--- src/design/hgig_pkg.sv ---
// Shared types, codes, constants and shape tables of the Hangul glyph index generator.
// Depends on nothing; every module of the block imports it.
package hgig_pkg;

   // Kind of glyph carried with a result.
   typedef enum logic [1:0] {
      KIND_ASCII   = 2'd0,
      KIND_HANGUL  = 2'd1,
      KIND_INVALID = 2'd2
   } glyph_kind_type;

   // Syllable block bounds and jamo counts.
   localparam logic [15:0] SYLLABLE_FIRST = 16'hAC00;
   localparam logic [15:0] SYLLABLE_LAST  = 16'hD7A3;
   localparam logic [13:0] FINAL_COUNT    = 14'd28;
   localparam logic [8:0]  MEDIAL_COUNT   = 9'd21;

   // Reciprocal of the final count scaled by 2^20 and of the medial count scaled by 2^16.
   // Both give the exact quotient over the whole syllable range.
   localparam logic [15:0] RECIP_FINAL  = 16'd37450;
   localparam logic [11:0] RECIP_MEDIAL = 12'd3121;

   // Bank strides of the glyph indices.
   localparam logic [7:0] INITIAL_STRIDE = 8'd20;
   localparam logic [6:0] MEDIAL_STRIDE  = 7'd22;
   localparam logic [6:0] FINAL_STRIDE   = 7'd28;

   // Final shape by medial jamo.
   localparam logic [1:0] FINAL_SHAPE [0:21] = '{
      2'd0, 2'd0, 2'd2, 2'd0, 2'd2, 2'd1, 2'd2, 2'd1, 2'd2, 2'd3, 2'd0,
      2'd2, 2'd1, 2'd3, 2'd3, 2'd1, 2'd2, 2'd1, 2'd3, 2'd3, 2'd1, 2'd1
   };

   // Medial shape by initial jamo times two plus the final flag.
   localparam logic [1:0] MEDIAL_SHAPE [0:39] = '{
      2'd1, 2'd3, 2'd0, 2'd2, 2'd1, 2'd3, 2'd1, 2'd3, 2'd1, 2'd3,
      2'd1, 2'd3, 2'd1, 2'd3, 2'd1, 2'd3, 2'd1, 2'd3, 2'd1, 2'd3,
      2'd1, 2'd3, 2'd1, 2'd3, 2'd1, 2'd3, 2'd1, 2'd3, 2'd1, 2'd3,
      2'd1, 2'd3, 2'd0, 2'd2, 2'd1, 2'd3, 2'd1, 2'd3, 2'd1, 2'd3
   };

   // Initial shape by medial jamo times two plus the final flag.
   localparam logic [2:0] INITIAL_SHAPE [0:43] = '{
      3'd0, 3'd0, 3'd0, 3'd5, 3'd0, 3'd5, 3'd0, 3'd5, 3'd0, 3'd5, 3'd0,
      3'd5, 3'd0, 3'd5, 3'd0, 3'd5, 3'd0, 3'd5, 3'd1, 3'd6, 3'd3, 3'd7,
      3'd3, 3'd7, 3'd3, 3'd7, 3'd1, 3'd6, 3'd2, 3'd6, 3'd4, 3'd7, 3'd4,
      3'd7, 3'd4, 3'd7, 3'd2, 3'd6, 3'd1, 3'd6, 3'd3, 3'd7, 3'd0, 3'd5
   };

   // Character after decoding: kind, ASCII code and offset into the syllable block.
   typedef struct packed {
      glyph_kind_type kind;
      logic [6:0]     ascii;
      logic [13:0]    offset;
   } decode_type;

   // Syllable split into jamo numbers (initial 1..19, medial 1..21, final 0..27).
   typedef struct packed {
      glyph_kind_type kind;
      logic [6:0]     ascii;
      logic [4:0]     initial_jamo;
      logic [4:0]     medial_jamo;
      logic [4:0]     final_jamo;
   } split_type;

   // Finished result item.
   typedef struct packed {
      glyph_kind_type kind;
      logic [6:0]     ascii_code;
      logic [7:0]     initial_glyph;
      logic [6:0]     medial_glyph;
      logic [6:0]     final_glyph;
      logic           final_present;
   } result_type;

endpackage

--- src/design/hangul_glyph_index_generator_core.sv ---
// Top level of the Hangul glyph index generator: stream ports and the five-stage pipeline.
// Depends on hgig_pkg, hgig_decode, hgig_divide and hgig_shape.
//
//   Channel  Direction  Contents
//   req_*    in         one character as three UTF-8 bytes
//   rsp_*    out        glyph kind and the glyph indices of the three font banks
//
// One character enters per cycle while rsp_tready does not stall the pipeline, and its
// result is offered on rsp_* from the last of five register stages: decode, three
// stages for the reciprocal multiplications that replace the division by 28 and
// by 21, and the shape lookup.
// Reset clears the valid bits of all stages. A stall on rsp_tready holds each full
// stage whose later stages are all full; empty stages ahead of it keep accepting transfers.
module hangul_glyph_index_generator_core (
   input  logic        clock,
   input  logic        reset,
   input  logic        req_tvalid,
   output logic        req_tready,
   input  logic [23:0] req_tdata,  // lead_byte [7:0], second_byte [15:8], third_byte [23:16]
   output logic        rsp_tvalid,
   input  logic        rsp_tready,
   output logic [31:0] rsp_tdata,  // ascii_code [6:0], initial_glyph [14:7],
                                   // medial_glyph [21:15], final_glyph [28:22],
                                   // final_present [29], zero [31:30]
   output logic [1:0]  rsp_tuser   // glyph_kind [1:0]
);
   import hgig_pkg::*;

   logic       dec_valid;
   logic       dec_ready;
   decode_type dec_data;
   logic       div_valid;
   logic       div_ready;
   split_type  div_data;
   result_type result;

   // Decode stage.
   hgig_decode u_decode (
      .clock       (clock),
      .reset       (reset),
      .in_valid    (req_tvalid),
      .in_ready    (req_tready),
      .lead_byte   (req_tdata[7:0]),
      .second_byte (req_tdata[15:8]),
      .third_byte  (req_tdata[23:16]),
      .out_valid   (dec_valid),
      .out_ready   (dec_ready),
      .out_data    (dec_data)
   );

   // Jamo split stages.
   hgig_divide u_divide (
      .clock     (clock),
      .reset     (reset),
      .in_valid  (dec_valid),
      .in_ready  (dec_ready),
      .in_data   (dec_data),
      .out_valid (div_valid),
      .out_ready (div_ready),
      .out_data  (div_data)
   );

   // Shape lookup and output register.
   hgig_shape u_shape (
      .clock     (clock),
      .reset     (reset),
      .in_valid  (div_valid),
      .in_ready  (div_ready),
      .in_data   (div_data),
      .out_valid (rsp_tvalid),
      .out_ready (rsp_tready),
      .out_data  (result)
   );

   // Pack the result transfer.
   assign rsp_tdata = {2'b00, result.final_present, result.final_glyph,
                       result.medial_glyph, result.initial_glyph, result.ascii_code};
   assign rsp_tuser = result.kind;

endmodule

--- src/design/hgig_decode.sv ---
// First pipeline stage: UTF-8 bytes to code point, kind and syllable offset.
// Depends on hgig_pkg.
module hgig_decode (
   input  logic               clock,
   input  logic               reset,
   input  logic               in_valid,
   output logic               in_ready,
   input  logic [7:0]         lead_byte,
   input  logic [7:0]         second_byte,
   input  logic [7:0]         third_byte,
   output logic               out_valid,
   input  logic               out_ready,
   output hgig_pkg::decode_type out_data
);
   import hgig_pkg::*;

   logic       valid_ff;
   logic       valid_in;
   decode_type data_ff;
   decode_type data_in;
   logic [15:0] code_point;

   // The stage takes a transfer when it is empty or its content moves on.
   assign in_ready = !valid_ff || out_ready;
   assign valid_in = in_ready ? in_valid : valid_ff;

   // Classify the character and take the syllable offset.
   always_comb begin
      code_point = {lead_byte[3:0], second_byte[5:0], third_byte[5:0]};
      data_in = '0;
      if (!lead_byte[7]) begin
         data_in.kind  = KIND_ASCII;
         data_in.ascii = lead_byte[6:0];
      end else if (code_point < SYLLABLE_FIRST || code_point > SYLLABLE_LAST) begin
         data_in.kind = KIND_INVALID;
      end else begin
         data_in.kind   = KIND_HANGUL;
         data_in.offset = 14'(code_point - SYLLABLE_FIRST);
      end
   end

   always_ff @(posedge clock) begin
      if (reset) begin
         valid_ff <= 1'b0;
      end else begin
         valid_ff <= valid_in;
      end
   end

   always_ff @(posedge clock) begin
      if (in_ready) begin
         data_ff <= data_in;
      end
   end

   assign out_valid = valid_ff;
   assign out_data  = data_ff;

endmodule

--- src/design/hgig_divide.sv ---
// Three pipeline stages that split the syllable offset into jamo numbers
// by reciprocal multiplication. Depends on hgig_pkg.
module hgig_divide (
   input  logic                 clock,
   input  logic                 reset,
   input  logic                 in_valid,
   output logic                 in_ready,
   input  hgig_pkg::decode_type in_data,
   output logic                 out_valid,
   input  logic                 out_ready,
   output hgig_pkg::split_type  out_data
);
   import hgig_pkg::*;

   // Stage A: quotient by the final count.
   logic           a_valid_ff;
   glyph_kind_type a_kind_ff;
   logic [6:0]     a_ascii_ff;
   logic [13:0]    a_offset_ff;
   logic [8:0]     a_quot_ff;
   logic [29:0]    a_prod_in;
   logic           a_ready;

   // Stage B: final jamo and the product for the medial split.
   logic           b_valid_ff;
   glyph_kind_type b_kind_ff;
   logic [6:0]     b_ascii_ff;
   logic [4:0]     b_final_ff;
   logic [8:0]     b_quot_ff;
   logic [20:0]    b_prod_ff;
   logic [4:0]     b_final_in;
   logic [20:0]    b_prod_in;
   logic           b_ready;

   // Stage C: initial and medial jamo.
   logic           c_valid_ff;
   split_type      c_data_ff;
   split_type      c_data_in;
   logic [4:0]     c_init_in;
   logic           c_ready;

   // Each stage moves when it is empty or the next one takes its content.
   assign c_ready  = !c_valid_ff || out_ready;
   assign b_ready  = !b_valid_ff || c_ready;
   assign a_ready  = !a_valid_ff || b_ready;
   assign in_ready = a_ready;

   // Stage A arithmetic: the quotient sits in bits 28 to 20 of the product.
   assign a_prod_in = 30'(in_data.offset) * 30'(RECIP_FINAL);

   // Stage B arithmetic: remainder by the final count, product by the medial reciprocal.
   assign b_final_in = 5'(a_offset_ff - 14'(a_quot_ff) * FINAL_COUNT);
   assign b_prod_in  = 21'(a_quot_ff) * 21'(RECIP_MEDIAL);

   // Stage C arithmetic: quotient and remainder by the medial count, jamo from one.
   always_comb begin
      c_init_in              = b_prod_ff[20:16];
      c_data_in.kind         = b_kind_ff;
      c_data_in.ascii        = b_ascii_ff;
      c_data_in.final_jamo   = b_final_ff;
      c_data_in.initial_jamo = 5'(c_init_in + 5'd1);
      c_data_in.medial_jamo  = 5'(b_quot_ff - 9'(c_init_in) * MEDIAL_COUNT + 9'd1);
   end

   // Valid bits.
   always_ff @(posedge clock) begin
      if (reset) begin
         a_valid_ff <= 1'b0;
         b_valid_ff <= 1'b0;
         c_valid_ff <= 1'b0;
      end else begin
         if (a_ready) begin
            a_valid_ff <= in_valid;
         end
         if (b_ready) begin
            b_valid_ff <= a_valid_ff;
         end
         if (c_ready) begin
            c_valid_ff <= b_valid_ff;
         end
      end
   end

   // Payload registers.
   always_ff @(posedge clock) begin
      if (a_ready) begin
         a_kind_ff   <= in_data.kind;
         a_ascii_ff  <= in_data.ascii;
         a_offset_ff <= in_data.offset;
         a_quot_ff   <= a_prod_in[28:20];
      end
      if (b_ready) begin
         b_kind_ff  <= a_kind_ff;
         b_ascii_ff <= a_ascii_ff;
         b_final_ff <= b_final_in;
         b_quot_ff  <= a_quot_ff;
         b_prod_ff  <= b_prod_in;
      end
      if (c_ready) begin
         c_data_ff <= c_data_in;
      end
   end

   assign out_valid = c_valid_ff;
   assign out_data  = c_data_ff;

endmodule

--- src/design/hgig_shape.sv ---
// Last pipeline stage and output register: shape table lookups and glyph indices.
// Depends on hgig_pkg.
module hgig_shape (
   input  logic                 clock,
   input  logic                 reset,
   input  logic                 in_valid,
   output logic                 in_ready,
   input  hgig_pkg::split_type  in_data,
   output logic                 out_valid,
   input  logic                 out_ready,
   output hgig_pkg::result_type out_data
);
   import hgig_pkg::*;

   logic       valid_ff;
   result_type data_ff;
   result_type data_in;
   logic       has_final;
   logic [1:0] final_shape;
   logic [1:0] medial_shape;
   logic [2:0] initial_shape;
   logic [5:0] medial_index;
   logic [5:0] initial_index;

   assign in_ready = !valid_ff || out_ready;

   // Look up the three shapes and form the bank indices.
   always_comb begin
      has_final     = in_data.final_jamo != 5'd0;
      medial_index  = {in_data.initial_jamo, has_final};
      initial_index = {in_data.medial_jamo, has_final};
      final_shape   = (in_data.medial_jamo <= 5'd21) ? FINAL_SHAPE[in_data.medial_jamo] : 2'd0;
      medial_shape  = (medial_index <= 6'd39) ? MEDIAL_SHAPE[medial_index] : 2'd0;
      initial_shape = (initial_index <= 6'd43) ? INITIAL_SHAPE[initial_index] : 3'd0;
      data_in       = '0;
      data_in.kind  = in_data.kind;
      case (in_data.kind)
         KIND_ASCII: begin
            data_in.ascii_code = in_data.ascii;
         end
         KIND_HANGUL: begin
            data_in.initial_glyph = 8'(8'(initial_shape) * INITIAL_STRIDE
                                       + 8'(in_data.initial_jamo));
            data_in.medial_glyph  = 7'(7'(medial_shape) * MEDIAL_STRIDE
                                       + 7'(in_data.medial_jamo));
            if (has_final) begin
               data_in.final_glyph = 7'(7'(final_shape) * FINAL_STRIDE
                                        + 7'(in_data.final_jamo));
            end
            data_in.final_present = has_final;
         end
         default: begin
            data_in.kind = KIND_INVALID;
         end
      endcase
   end

   always_ff @(posedge clock) begin
      if (reset) begin
         valid_ff <= 1'b0;
      end else if (in_ready) begin
         valid_ff <= in_valid;
      end
   end

   always_ff @(posedge clock) begin
      if (in_ready) begin
         data_ff <= data_in;
      end
   end

   assign out_valid = valid_ff;
   assign out_data  = data_ff;

endmodule
--- config.mk ---
export PLATFORM = sky130hd
export DESIGN_NAME = hangul_glyph_index_generator_core
export DESIGN_NICKNAME = d
export VERILOG_FILES = /design/src/design/hgig_pkg.sv /design/src/design/hangul_glyph_index_generator_core.sv /design/src/design/hgig_decode.sv /design/src/design/hgig_divide.sv /design/src/design/hgig_shape.sv
export SDC_FILE = /design/constraint.sdc
export NUM_CORES = 1
export LEC_CHECK = 0
export BUFFER_PORTS_ARGS = -buffer_cell sky130_fd_sc_hd__clkbuf_2
export CAP_MARGIN = 10
export CORE_MARGIN = 2
export CORE_UTILIZATION = 64
export CTS_CLUSTER_SIZE = 30
export DETAILED_ROUTE_END_ITERATION = 7
export GPL_ROUTABILITY_DRIVEN = 0
export GPL_TIMING_DRIVEN = 1
export HOLD_SLACK_MARGIN = 0.03
export PLACE_DENSITY = 0.88
export SYNTH_ARGS = -nofsm -noshare
export SYNTH_HDL_FRONTEND = slang
export SYNTH_HIERARCHICAL = 1
export SYNTH_SLANG_ARGS = --single-unit
--- constraint.sdc ---
create_clock -name clock -period 6.7 [get_ports clock]
set_input_delay 1.005 -clock clock [delete_from_list [all_inputs] [get_ports clock]]
set_output_delay 1.005 -clock clock [all_outputs]
set_load 0.01 [all_outputs]
==> impl_summary.log, run 1 <==
[metrics] status: finished clean
[metrics] total negative slack: 0 ns
[metrics] number of global-route vias before repair: 6551
[metrics] critical path fanouts, max: 4
[metrics] crit path DAT: 5.16 ns
[metrics] share of the yosys chip area belonging to registers: 0.3993
[metrics] total of hold buffers inserted after clock tree synthesis: 0
[metrics] die span in y: 127.3 microns
[metrics] number of buffers inserted during clock tree synthesis: 17
[metrics] met3 capacity usage during global routing: 0.05695
[metrics] cell at the slowest stage of the critical path: sky130_fd_sc_hd__fa_1
[metrics] Mapped Avg Cell Area: 11.85 sq um
[metrics] Max-slew headroom: 0.3379
[metrics] Setup crit start: u_decode/out_data[11]
[metrics] Hold Violations, Final: 0
[metrics] synthesized netlist cell count: 821
[metrics] buffer cell driving the clock tree root: sky130_fd_sc_hd__clkbuf_16
[metrics] clock net sink count: 131
[metrics] number of setup violations in the final report: 0
[metrics] Crit Path Category: reg2reg
[metrics] Residual DRC: 0
[metrics] Routed Wire Length: 18470 microns
[metrics] quantity of I/O buffers inserted on ports: 57
[metrics] post-cts sizing count: 0
[metrics] capturing element type of the critical path: flip-flop
[metrics] maximum vdd drop: 0.0002162 V
[metrics] number of diodes added for antenna fixing: 0
[metrics] Period Utilization, post-route: 0.7473
[metrics] proportion of layout cells with a drive suffix above 1: 0.1300
[metrics] maximum buffer depth of the clock tree: 2
[metrics] dpl ws: 1.725 ns
[metrics] via count: 6313
[metrics] P_leak: 5.425 nW
[metrics] class of the worst hold path: reg2reg
[metrics] cell family with most CP delay: adder cells
[metrics] EDFF count, synth: 126
[metrics] detailed-route wire length per cell: 16.98 microns
[metrics] count of unique library cells instantiated by Yosys: 66
[metrics] basic-gate share of the synthesized area counting and, or, nand and nor cells: 0.08401
[metrics] logic depth of the worst setup path including buffers: 13
[metrics] global-route wire length before repair: 30440 microns
[metrics] Worst Reg2Reg Path Length in Cells: 13
[metrics] Critical Path, Cell by Cell: ha_1 -> fa_1 -> fa_1 -> fa_1 -> fa_1 -> fa_1 -> ha_1 -> nand2_1 -> nor3_1 -> nand2_1 -> a31oi_1 -> o21ai_0 -> nor3b_1
[metrics] share of flip-flops with an asynchronous set or reset: 0
[metrics] highest cell delay on the worst timing path: 0.56 ns
[metrics] Final WS setup: 1.693 ns
[metrics] number of antenna violations at the first check in global routing: 0
[metrics] CTS H-tree depth: 4
[metrics] initial detailed-routing violation count: 522
[metrics] half-perimeter wire length after detailed placement: 13490 microns
[metrics] Area Overhead vs Synth: 10.50%
[metrics] post-detailed-route via-to-cell ratio: 5.802
[metrics] first-pass detailed-route iteration total: 6
[metrics] Least-Margin Pin Slew: 0.9907 ns
[metrics] capturing point of the worst reg2reg path: u_divide/a_quot_ff[8]
[metrics] DIE WIDTH: 127.3 microns
[metrics] worst path required time: 6.85 ns
[metrics] total die area: 16200 sq um
[metrics] clock-pin slew on the worst setup and hold paths: 0.06 ns
[metrics] Final Skew: 0.009250 ns
[metrics] number of placed instances, taps included: 1056
[metrics] Compound-Gate Fraction of Synth Area: 0.09906
[metrics] share of synthesized cell area in full adder, half adder and majority cells: 0.3214
[metrics] RSZ-0062 raised after global routing: false
[metrics] antenna-violating nets left: 0
[metrics] buffer and inverter count on the worst path: 0
[metrics] Setup crit end: u_divide/a_quot_ff[8]
[metrics] number of core rows: 45
[metrics] number of synthesized register bits: 131
[metrics] final max-slew violation count: 0
[metrics] main combinational cell family by area after synthesis: adder cells
[metrics] maximum number of pins on one net before global-route repair: 35
[metrics] dominant cell type by count on the critical path: sky130_fd_sc_hd__fa_1
[metrics] global-route met1 utilization: 0.2654
[metrics] global router's overall resource usage: 0.2404
[metrics] nets@finish: 1139
[metrics] xor/xnor cell area share of the yosys netlist: 0.03242
[metrics] floorplan core area: 15030 sq um
[metrics] worst hold-check slack: 0.4127 ns
[metrics] clock tree from TritonCTS: built
[metrics] number of ports placed on the die boundary: 64
[metrics] global routing's busiest layer: met2
[metrics] met2 usage: 0.4442
[metrics] summed instance area of the synthesized netlist: 9726 sq um
[metrics] later-pin clock latency in the skew report: 0.42 ns
[metrics] count of synthesis-stage warnings from yosys: 6
[metrics] power density of the placed cells: 292.4 nW/um^2
[metrics] multiplexer fraction of the synthesized cell area: 0.002187
[metrics] post-route insts no fill: 1088
[metrics] startpoint of the lowest-slack register-to-register path: u_decode/out_data[11]
[metrics] starting density of the core: 0.6469
[metrics] count of maximum capacitance violations: 0
[metrics] register-to-register setup slack: 1.69 ns
[metrics] buffers inserted during post-CTS setup optimization: 0
[metrics] aggregate global routing overflow: 0
[metrics] final critical delay including setup and external delays: 5.007 ns
[metrics] top_reg_cell synth: sky130_fd_sc_hd__edfxtp_1
[metrics] achievable frequency: 0.1997 GHz
[metrics] Setup crit start kind: flip-flop
==> cell usage after synthesis, drive strengths merged, types with 2 or more instances <==
master  number  area, sq um
buf         12        111.4
nand2       29        108.9
xnor2       27        236.5
nand3       11        55.05
nand4        4        25.02
nand2b       5        31.28
nand3b       2        15.01
clkbuf       2        7.510
nor2b       13        81.33
nor3        15        85.08
a211oi      18        190.2
a311oi       4        41.29
inv        127        476.7
ha         181         2265
o211ai       7        52.55
o21bai       2        18.77
o311a        2        20.02
nor3b        3        27.52
a21oi       41        209.0
and4         3        26.28
edfxtp     126         3784
or3          4        25.02
nor4         4        31.28
fa          43        860.8
and2        15        93.84
o21ai       21        105.1
xor2         9        78.83
or2          3        21.28
nor2        31        116.4
a21o         9        67.56
o21a         8        60.06
a21boi       2        15.01
a221o        2        20.02
o311ai       2        17.52
and3         8        50.05
a221oi       2        17.52
a31oi        5        31.28
dfxtp        5        100.1
o221ai       2        17.52
==> sequential cells by signal, indices dropped and copies added (netlist names), 7 cells and up <==
register,flops
u_divide/a_quot_ff,9
u_shape/out_data,32
u_decode/out_data,23
u_divide/a_ascii_ff,7
u_divide/b_ascii_ff,7
u_divide/out_data,24
==> layer usage <==
| layer | vias up | part of all wire | wire length, microns |
|---|---|---|---|
| li1 | 3061 | - | - |
| met1 | 2989 | 0.39 | 7212 |
| met2 | 197 | 0.53 | 9877 |
| met3 | 66 | 0.040 | 735 |
| met4 | 0 | 0.035 | 644 |
| met5 | - | 0 | 0 |
==> power by group <==
group | internal, mW | switching, mW | total (mW)
Combinational | 0.484 | 0.624 | 1.11
Sequential | 1.02 | 0.102 | 1.12
Clock | 0.562 | 0.352 | 0.914
Total | 2.06 | 1.08 | 3.14
==> per-stage QoR <==
step                total power, mW  utilization  instance area [sq um]
floorplan                     1.943            -                   9729
global placement              2.119       0.6754                  10150
detailed placement            2.190       0.6754                  10150
CTS                           3.148       0.7149                  10750
global route                  3.338       0.7149                  10750
finish                        3.143       0.7149                  10750
==> layout make-up <==
type / instances / area, sq um
fill: 923 / 4287
timing repair buffer: 60 / 307.8
clock inverter: 14 / 153.9
inverter: 127 / 476.7
sequential: 131 / 3884
multi-input combinational: 550 / 5250
clock buffer: 18 / 439.2
tap: 188 / 235.2
==> worst min path at each step <==
stage	start	end	slack (ns)	cells past startpoint
after floorplan	u_decode/out_data[14]	u_divide/a_ascii_ff[0]	0.40	0
after global placement	u_divide/b_kind_ff[1]	u_divide/out_data[23]	0.40	0
after detailed placement	u_decode/out_data[18]	u_divide/a_ascii_ff[4]	0.40	0
after CTS	u_divide/b_ascii_ff[3]	u_divide/out_data[18]	0.42	0
after global routing	u_divide/b_kind_ff[1]	u_divide/out_data[23]	0.42	0
final	u_divide/b_ascii_ff[3]	u_divide/out_data[18]	0.41	0
==> layout by cell type, fill, tap and decap left out, types with 3 or more instances in the layout <==
cell,instances
sky130_fd_sc_hd__clkinv_4,4
sky130_fd_sc_hd__nand2_1,29
sky130_fd_sc_hd__buf_4,3
sky130_fd_sc_hd__o21a_1,8
sky130_fd_sc_hd__or3_1,4
sky130_fd_sc_hd__a21oi_1,40
sky130_fd_sc_hd__nand4_1,4
sky130_fd_sc_hd__nor2b_1,13
sky130_fd_sc_hd__nor2_1,31
sky130_fd_sc_hd__edfxtp_1,126
sky130_fd_sc_hd__and2_1,15
sky130_fd_sc_hd__nor3_1,13
sky130_fd_sc_hd__fa_1,43
sky130_fd_sc_hd__dfxtp_1,5
sky130_fd_sc_hd__a311oi_1,3
sky130_fd_sc_hd__xnor2_1,27
sky130_fd_sc_hd__o211ai_1,7
sky130_fd_sc_hd__and3_1,8
sky130_fd_sc_hd__ha_1,181
sky130_fd_sc_hd__o21ai_1,3
sky130_fd_sc_hd__a21o_1,9
sky130_fd_sc_hd__inv_1,125
sky130_fd_sc_hd__o21ai_0,18
sky130_fd_sc_hd__nand2b_1,5
sky130_fd_sc_hd__a211oi_2,11
sky130_fd_sc_hd__a31oi_1,5
sky130_fd_sc_hd__nand3_1,11
sky130_fd_sc_hd__and4_1,3
sky130_fd_sc_hd__a211oi_1,7
sky130_fd_sc_hd__clkbuf_16,17
sky130_fd_sc_hd__clkbuf_2,57
sky130_fd_sc_hd__xor2_1,9
sky130_fd_sc_hd__inv_6,3
sky130_fd_sc_hd__nor4_1,3
==> cells by family (layout without fill, tap and decap cells) <==
group,count (synthesis),in the layout
other cells,1,2
mux,2,2
fa+ha+maj,224,224
buf+inv,141,219
simple gates,153,153
compound gates,133,133
flops,131,131
xor+xnor,36,36
Power figures use the tool's default switching activity.
==> run 2, diff against run 1 <==
--- a/config.mk
+++ b/config.mk
@@ -8,13 +8,13 @@
 export BUFFER_PORTS_ARGS = -buffer_cell sky130_fd_sc_hd__clkbuf_2
 export CAP_MARGIN = 10
 export CORE_MARGIN = 2
-export CORE_UTILIZATION = 64
+export CORE_UTILIZATION = 56
 export CTS_CLUSTER_SIZE = 30
 export DETAILED_ROUTE_END_ITERATION = 7
 export GPL_ROUTABILITY_DRIVEN = 0
 export GPL_TIMING_DRIVEN = 1
 export HOLD_SLACK_MARGIN = 0.03
-export PLACE_DENSITY = 0.88
+export PLACE_DENSITY = 0.82
 export SYNTH_ARGS = -nofsm -noshare
 export SYNTH_HDL_FRONTEND = slang
 export SYNTH_HIERARCHICAL = 1
==> constraint.sdc (replaced) <==
create_clock -name clock -period 4.1 [get_ports clock]
set_input_delay 0.615 -clock clock [delete_from_list [all_inputs] [get_ports clock]]
set_output_delay 0.615 -clock clock [all_outputs]
set_load 0.01 [all_outputs]
==> impl_summary.log, run 2 (same netlist as run 1, synthesis figures left out) <==
[metrics] status: finished, violations left
[metrics] failing checks: setup timing
[metrics] critical path fanouts, max: 4 (unchanged)
[metrics] detailed-route wire length per cell: 15.33 microns (-9.7%)
[metrics] worst hold-check slack: 0.4166 ns (+0.003909 ns)
[metrics] total of hold buffers inserted after clock tree synthesis: 0 (unchanged)
[metrics] count of maximum capacitance violations: 0 (unchanged)
[metrics] RSZ-0062 raised after global routing: true
[metrics] DIE WIDTH: 135.8 microns (+6.7%)
[metrics] total negative slack: -2.488 ns (-2.488 ns)
[metrics] origin of the worst min-delay path: u_divide/b_ascii_ff[4]
[metrics] later-pin clock latency in the skew report: 0.42 ns (about the same)
[metrics] total die area: 18440 sq um (+14%)
[metrics] antenna-violating nets left: 0 (unchanged)
[metrics] quantity of I/O buffers inserted on ports: 57 (unchanged)
[metrics] CTS H-tree depth: 4 (unchanged)
[metrics] initial detailed-routing violation count: 413 (-21%)
[metrics] Setup crit start kind: flip-flop
[metrics] leading cell types in the layout, fill and taps excluded: sky130_fd_sc_hd__ha_1, sky130_fd_sc_hd__edfxtp_1, sky130_fd_sc_hd__inv_1
[metrics] Area Overhead vs Synth: 19.10%
[metrics] number of antenna violations at the first check in global routing: 0 (unchanged)
[metrics] achievable frequency: 0.2230 GHz (+12%)
[metrics] fill cell total of the finished layout: 1158 (+25%)
[metrics] number of global-route vias before repair: 6434 (-1.8%)
[metrics] maximum vdd drop: 0.0003168 V (+47%)
[metrics] global router's overall resource usage: 0.2011 (-0.03932)
[metrics] dpl ws: -0.3193 ns (-2.044 ns)
[metrics] maximum buffer depth of the clock tree: 2 (unchanged)
[metrics] first-pass detailed-route iteration total: 4 (-2)
[metrics] Max-slew headroom: 0.4081 (+0.07019)
[metrics] post-detailed-route via-to-cell ratio: 5.477 (-5.6%)
[metrics] Residual DRC: 0 (unchanged)
[metrics] Period Utilization, post-route: 1.094 (+0.3465)
[metrics] half-perimeter wire length after detailed placement: 13220 microns (-2.0%)
[metrics] buffer cell driving the clock tree root: sky130_fd_sc_hd__clkbuf_16
[metrics] routed wl met2: 9653 microns (-2.3%)
[metrics] worst path required time: 4.35 ns (-2.50 ns)
[metrics] overall power: 5.328 mW (+70%)
[metrics] aggregate global routing overflow: 0 (unchanged)
[metrics] number of core rows: 48 (+6.7%)
[metrics] number of buffers inserted during clock tree synthesis: 17 (unchanged)
[metrics] hold depth: 0 (unchanged)
[metrics] die span in y: 135.8 microns (+6.7%)
[metrics] clock tree from TritonCTS: built
[metrics] Routed Wire Length: 18070 microns (-2.2%)
[metrics] number of setup violations in the final report: 9 (+9)
[metrics] crit path DAT: 4.73 ns (-0.43 ns)
[metrics] register-to-register setup slack: -0.38 ns (-2.08 ns)
[metrics] Least-Margin Pin Slew: 0.8868 ns (-0.1039 ns)
[metrics] nets@finish: 1193 (+4.7%)
[metrics] floorplan core area: 17120 sq um (+14%)
[metrics] Hold Violations, Final: 0 (unchanged)
[metrics] clock net sink count: 131 (unchanged)
[metrics] class of the worst hold path: reg2reg
[metrics] global-route wire length before repair: 29210 microns (-4.0%)
[metrics] flip-flop count of the largest register, all copies and words added: 32 (unchanged)
[metrics] number of ports placed on the die boundary: 64 (unchanged)
[metrics] starting density of the core: 0.5682 (-0.07874)
[metrics] highest routing layer actually used: met4
[metrics] Hold Crit Endpoint: u_divide/out_data[19]
[metrics] power density of the placed cells: 460.0 nW/um^2 (+57%)
[metrics] commonest non-fill, non-tap cell in the layout: sky130_fd_sc_hd__ha_1
[metrics] final max-slew violation count: 0 (unchanged)
[metrics] length of routed met3 wiring: 677 microns (-7.9%)
[metrics] capturing point of the worst reg2reg path: u_divide/a_quot_ff[6]
[metrics] P_leak: 5.723 nW (+5.5%)
[metrics] maximum number of pins on one net before global-route repair: 34 (-2.9%)
[metrics] clock-pin slew on the worst setup and hold paths: 0.06 ns (about the same)
[metrics] final critical delay including setup and external delays: 4.485 ns (-0.5223 ns)
[metrics] proportion of layout cells with a drive suffix above 1: 0.2233 (+0.09327)
[metrics] Final Skew: 0.008879 ns (-0.0003708 ns)
[metrics] Crit Path Category: reg2reg
[metrics] Final WS setup: -0.3848 ns (-2.078 ns)
[metrics] number of diodes added for antenna fixing: 0 (unchanged)
[metrics] startpoint of the lowest-slack register-to-register path: u_decode/out_data[11]
[metrics] Worst Reg2Reg Path Length in Cells: 12 (-1)
[metrics] capturing element type of the critical path: flip-flop
[metrics] M1 wire length: 7278 microns (+0.92%)
[metrics] via count: 6457 (+2.3%)
-- run 2: metal layers --
metal	vias to the layer above	global-route usage
met5	-	0
met4	0	0.07928
met3	39	0.03816
met2	163	0.3611
met1	3095	0.2374
li1	3160	-
-- run 2: per-stage QoR --
stage / std cells / instance area, sq um / util
after floorplan: 822 / 9824 / -
after global placement: 1136 / 10620 / 0.6203
after detailed placement: 1136 / 10620 / 0.6203
after CTS: 1172 / 11370 / 0.6645
after global routing: 1179 / 11580 / 0.6768
final: 1179 / 11580 / 0.6768
-- run 2: critical path, cell delays in order, from the launching register on --
cell,delay (ns)
sky130_fd_sc_hd__edfxtp_1,0.44
sky130_fd_sc_hd__ha_4,0.20
sky130_fd_sc_hd__fa_1,0.50
sky130_fd_sc_hd__fa_1,0.45
sky130_fd_sc_hd__fa_1,0.52
sky130_fd_sc_hd__fa_1,0.44
sky130_fd_sc_hd__fa_2,0.58
sky130_fd_sc_hd__ha_4,0.22
sky130_fd_sc_hd__buf_6,0.12
sky130_fd_sc_hd__a21oi_4,0.17
sky130_fd_sc_hd__a31oi_4,0.15
sky130_fd_sc_hd__or4_4,0.43
sky130_fd_sc_hd__o211ai_1,0.10
-- run 2: layout make-up --
class	instances	area (sq um)	area share
clock buffer	18	439.2	0.03791
multi-input combinational	550	5578	0.4815
timing repair buffer	114	724.4	0.06254
inverter	127	476.7	0.04115
sequential	131	3884	0.3353
tap	225	281.5	0.02430
clock inverter	14	200.2	0.01728
-- run 2: report_power, final --
part	switching, mW	internal, mW
clock network	0.565	1.04
logic	1.04	0.856
registers	0.166	1.66
-- run 2: worst max-delay path by stage --
stage	start	to	slack (ns)	cells past startpoint
2_1_floorplan	u_decode/out_data[11]	u_divide/a_quot_ff[2]	-0.07	13
3_3_place_gp	u_decode/out_data[13]	u_divide/a_quot_ff[2]	-0.30	13
3_5_place_dp	u_decode/out_data[11]	u_divide/a_quot_ff[2]	-0.32	13
4_1_cts	u_decode/out_data[11]	u_divide/a_quot_ff[2]	-0.34	13
5_1_grt	u_decode/out_data[11]	u_divide/a_quot_ff[2]	-0.54	13
6_report	u_decode/out_data[11]	u_divide/a_quot_ff[6]	-0.38	12
-- run 2: repair_timing --
item                       4_1_cts  5_1_grt
buffers inserted                 4        8
setup endpoints to repair        9       11
resized for setup               17       26
pin swaps                        4       20
==> run 3, diff against run 2 <==
--- a/config.mk
+++ b/config.mk
@@ -17,5 +17,4 @@
 export PLACE_DENSITY = 0.82
 export SYNTH_ARGS = -nofsm -noshare
 export SYNTH_HDL_FRONTEND = slang
-export SYNTH_HIERARCHICAL = 1
 export SYNTH_SLANG_ARGS = --single-unit
==> constraint.sdc (replaced) <==
create_clock -name clock -period 3.82 [get_ports clock]
set_input_delay 0.573 -clock clock [delete_from_list [all_inputs] [get_ports clock]]
set_output_delay 0.573 -clock clock [all_outputs]
set_load 0.01 [all_outputs]
==> impl_summary.log, run 3 <==
[metrics] Final Skew: 0.01178 ns (+0.002904 ns)
[metrics] number of synthesized register bits: 131 (unchanged)
[metrics] Least-Margin Pin Slew: 1.057 ns (+0.1697 ns)
[metrics] number of antenna violations at the first check in global routing: 0 (unchanged)
[metrics] area share of the largest cell type after synthesis: 0.4028 (+0.01379)
[metrics] antenna-violating nets left: 0 (unchanged)
[metrics] count of maximum capacitance violations: 0 (unchanged)
[metrics] number of core rows: 47 (-2.1%)
[metrics] dominant cells by area after synthesis: sky130_fd_sc_hd__edfxtp_1, sky130_fd_sc_hd__ha_1, sky130_fd_sc_hd__fa_1
[metrics] EDFF count, synth: 126 (unchanged)
[metrics] Final WS setup: -0.9450 ns (-0.5602 ns)
[metrics] Area Overhead vs Synth: 20.23%
[metrics] Period Utilization, post-route: 1.247 (+0.1535)
[metrics] commonest non-fill, non-tap cell in the layout: sky130_fd_sc_hd__ha_1
[metrics] overall power: 4.783 mW (-10%)
[metrics] clock net sink count: 131 (unchanged)
[metrics] biggest area consumer among synthesized cells: sky130_fd_sc_hd__edfxtp_1
[metrics] failing checks: setup timing
[metrics] total die area: 17820 sq um (-3.3%)
[metrics] via count: 6363 (-1.5%)
[metrics] quantity of I/O buffers inserted on ports: 57 (unchanged)
[metrics] Hold Crit Endpoint: u_divide.out_valid
[metrics] maximum number of pins on one net before global-route repair: 33 (-2.9%)
[metrics] number of diodes added for antenna fixing: 0 (unchanged)
[metrics] flip-flop count of the largest register, all copies and words added: 32 (unchanged)
[metrics] floorplan core area: 16470 sq um (-3.8%)
[metrics] die span in y: 133.5 microns (-1.7%)
[metrics] number of global-route vias before repair: 6509 (+1.2%)
[metrics] final max-slew violation count: 0 (unchanged)
[metrics] synthesized netlist cell count: 774 (-5.7%)
[metrics] first-pass detailed-route iteration total: 5 (+1)
[metrics] critical path fanouts, max: 6 (+2)
[metrics] fill cell total of the finished layout: 1096 (-5.4%)
[metrics] maximum vdd drop: 0.0003836 V (+21%)
[metrics] Residual DRC: 0 (unchanged)
[metrics] share of flip-flops with an asynchronous set or reset: 0 (unchanged)
[metrics] initial detailed-routing violation count: 399 (-3.4%)
[metrics] worst path required time: 4.07 ns (-0.28 ns)
[metrics] detailed-route wire length per cell: 16.76 microns (+9.4%)
[metrics] status: finished, violations left
[metrics] P_leak: 5.861 nW (+2.4%)
[metrics] Worst Reg2Reg Path Length in Cells: 13 (+1)
[metrics] achievable frequency: 0.2099 GHz (-5.9%)
[metrics] capturing element type of the critical path: flip-flop
[metrics] nets@finish: 1170 (-1.9%)
[metrics] most frequent cells after synthesis: sky130_fd_sc_hd__ha_1, sky130_fd_sc_hd__edfxtp_1, sky130_fd_sc_hd__inv_1, sky130_fd_sc_hd__fa_1, sky130_fd_sc_hd__nor2_1
[metrics] global router's overall resource usage: 0.2222 (+0.02108)
[metrics] dominant cell type by count on the critical path: sky130_fd_sc_hd__fa_1
[metrics] hold depth: 2 (+2)
[metrics] count of unique library cells instantiated by Yosys: 58 (-12%)
[metrics] top_reg_cell synth: sky130_fd_sc_hd__edfxtp_1
[metrics] summed instance area of the synthesized netlist: 9393 sq um (-3.4%)
[metrics] half-perimeter wire length after detailed placement: 13720 microns (+3.8%)
[metrics] leading cell types in the layout, fill and taps excluded: sky130_fd_sc_hd__ha_1, sky130_fd_sc_hd__edfxtp_1, sky130_fd_sc_hd__inv_1
[metrics] starting density of the core: 0.5704 (+0.002239)
[metrics] clock tree from TritonCTS: built
[metrics] Setup crit start kind: flip-flop
[metrics] later-pin clock latency in the skew report: 0.42 ns (about the same)
[metrics] class of the worst hold path: in2reg
[metrics] origin of the worst min-delay path: reset
[metrics] clock-pin slew on the worst setup and hold paths: 0.07 ns (about the same)
[metrics] FF/Latch Area: 3884 sq um (unchanged)
[metrics] crit path DAT: 5.02 ns (+0.29 ns)
[metrics] buffer cell driving the clock tree root: sky130_fd_sc_hd__clkbuf_16
[metrics] cell at the slowest stage of the critical path: sky130_fd_sc_hd__fa_1
[metrics] aggregate global routing overflow: 0 (unchanged)
[metrics] Crit Path Category: reg2reg
[metrics] startpoint of the lowest-slack register-to-register path: u_decode.out_data[13]
[metrics] number of buffers inserted during clock tree synthesis: 17 (unchanged)
[metrics] RSZ-0062 raised after global routing: true
[metrics] final critical delay including setup and external delays: 4.765 ns (+0.2802 ns)
[metrics] maximum buffer depth of the clock tree: 2 (unchanged)
[metrics] share of the yosys chip area belonging to registers: 0.4135 (+0.01415)
[metrics] Mapped Avg Cell Area: 12.14 sq um (+2.4%)
[metrics] number of ports placed on the die boundary: 64 (unchanged)
[metrics] highest cell delay on the worst timing path: 0.52 ns (-0.06 ns)
[metrics] global-route wire length before repair: 30970 microns (+6.0%)
[metrics] power density of the placed cells: 423.5 nW/um^2 (-7.9%)
[metrics] register-to-register setup slack: -0.94 ns (-0.56 ns)
[metrics] post-detailed-route via-to-cell ratio: 5.533 (+1.0%)
[metrics] number of setup violations in the final report: 9 (unchanged)
[metrics] Hold Violations, Final: 0 (unchanged)
[metrics] proportion of layout cells with a drive suffix above 1: 0.2118 (-0.01144)
[metrics] count of synthesis-stage warnings from yosys: 0 (-6)
[metrics] post-layout util: 0.6859 (+0.009112)
[metrics] Critical Path, Cell by Cell: ha_2 -> fa_1 -> fa_1 -> fa_1 -> fa_1 -> fa_1 -> ha_4 -> nand3_4 -> or4_4 -> o221ai_4 -> buf_4 -> buf_6 -> xor2_1
[metrics] count leader, synth: sky130_fd_sc_hd__ha_1
[metrics] Routed Wire Length: 19270 microns (+6.7%)
[metrics] total area of multi-input combinational cells: 5206 sq um (-6.7%)
[metrics] Max-slew headroom: 0.2948 (-0.1133)
[metrics] capturing point of the worst reg2reg path: u_divide.a_quot_ff[0]
[metrics] DIE WIDTH: 133.5 microns (-1.7%)
[metrics] CTS H-tree depth: 4 (unchanged)
## run 3: changes by cell type in the layout (fill, tap and decap cells not counted), moves of 9 or more
cell                       change
sky130_fd_sc_hd__buf_4        +23
sky130_fd_sc_hd__and2_1       +13
sky130_fd_sc_hd__inv_1        -17
sky130_fd_sc_hd__a211oi_2      -9
## run 3: report_power, final
part           leakage (nW)  switching (mW)  internal [mW]  total (mW)
clock network         0.315           0.655           1.11        1.77
logic                  4.01           0.678          0.539        1.22
registers              1.54           0.116           1.68        1.80
## run 3: area by class of cell
cell class / instances / share of cell area
inverter: 109 / 0.03623
tap: 220 / 0.02437
clock inverter: 15 / 0.01939
sequential: 131 / 0.3439
timing repair buffer: 135 / 0.07744
multi-input combinational: 523 / 0.4610
clock buffer: 17 / 0.03767
## run 3: metal layers
layer	GRT usage	routed length, microns	vias up
met5	0	0	-
met4	0.08333	446	0
met3	0.04871	875	46
li1	-	-	3031
met1	0.2584	7527	3097
met2	0.4018	10430	189
## run 3: through the flow
stage / setup TNS, ns / worst slack [ns] / area, sq um / instances / hold WS (ns)
6_report: -7.623 / -0.9450 / 11290 / 1150 / 0.3947
4_1_cts: -7.646 / -0.9345 / 11140 / 1143 / 0.3843
3_3_place_gp: -6.787 / -0.8589 / 10440 / 1109 / 0.4013
5_1_grt: -9.131 / -1.068 / 11290 / 1150 / 0.4014
2_1_floorplan: -5.230 / -0.7427 / 9415 / 775 / 0.4003
3_5_place_dp: -7.390 / -0.9203 / 10440 / 1109 / 0.4054
## run 3: what timing repair did
action,CTS,global route
endpoints found under the setup margin,10,12
resized for setup,5,15
buffers inserted,2,7
pin swaps,8,4
hold buffers,0,0
## run 3: worst max-delay path by stage
| stage | end | depth (start not counted) | startpoint |
|---|---|---|---|
| CTS | u_divide.a_quot_ff[8] | 12 | u_decode.out_data[13] |
| floorplan | u_divide.a_quot_ff[6] | 14 | u_decode.out_data[13] |
| global placement | u_divide.a_quot_ff[8] | 12 | u_decode.out_data[13] |
| detailed placement | u_divide.a_quot_ff[6] | 12 | u_decode.out_data[13] |
| global route | u_divide.a_quot_ff[6] | 15 | u_decode.out_data[9] |
| finish | u_divide.a_quot_ff[0] | 13 | u_decode.out_data[13] |
## run 3: worst max-delay path: cells and delay by family (launching register included)
kind | cells | cell delay [ns]
fa+ha+maj | 7 | 2.93
simple gates | 2 | 0.56
flops | 1 | 0.41
compound gates | 1 | 0.27
buf+inv | 2 | 0.26
xor+xnor | 1 | 0.17
## run 3: cell families after synthesis
| group | after synthesis | share of synthesized area |
|---|---|---|
| compound gates | 114 | 0.08486 |
| xor+xnor | 41 | 0.03823 |
| fa+ha+maj | 226 | 0.3352 |
| buf+inv | 121 | 0.04929 |
| flops | 131 | 0.4135 |
| mux | 1 | 0.001066 |
| other cells | 1 | 0.0003992 |
| simple gates | 139 | 0.07753 |
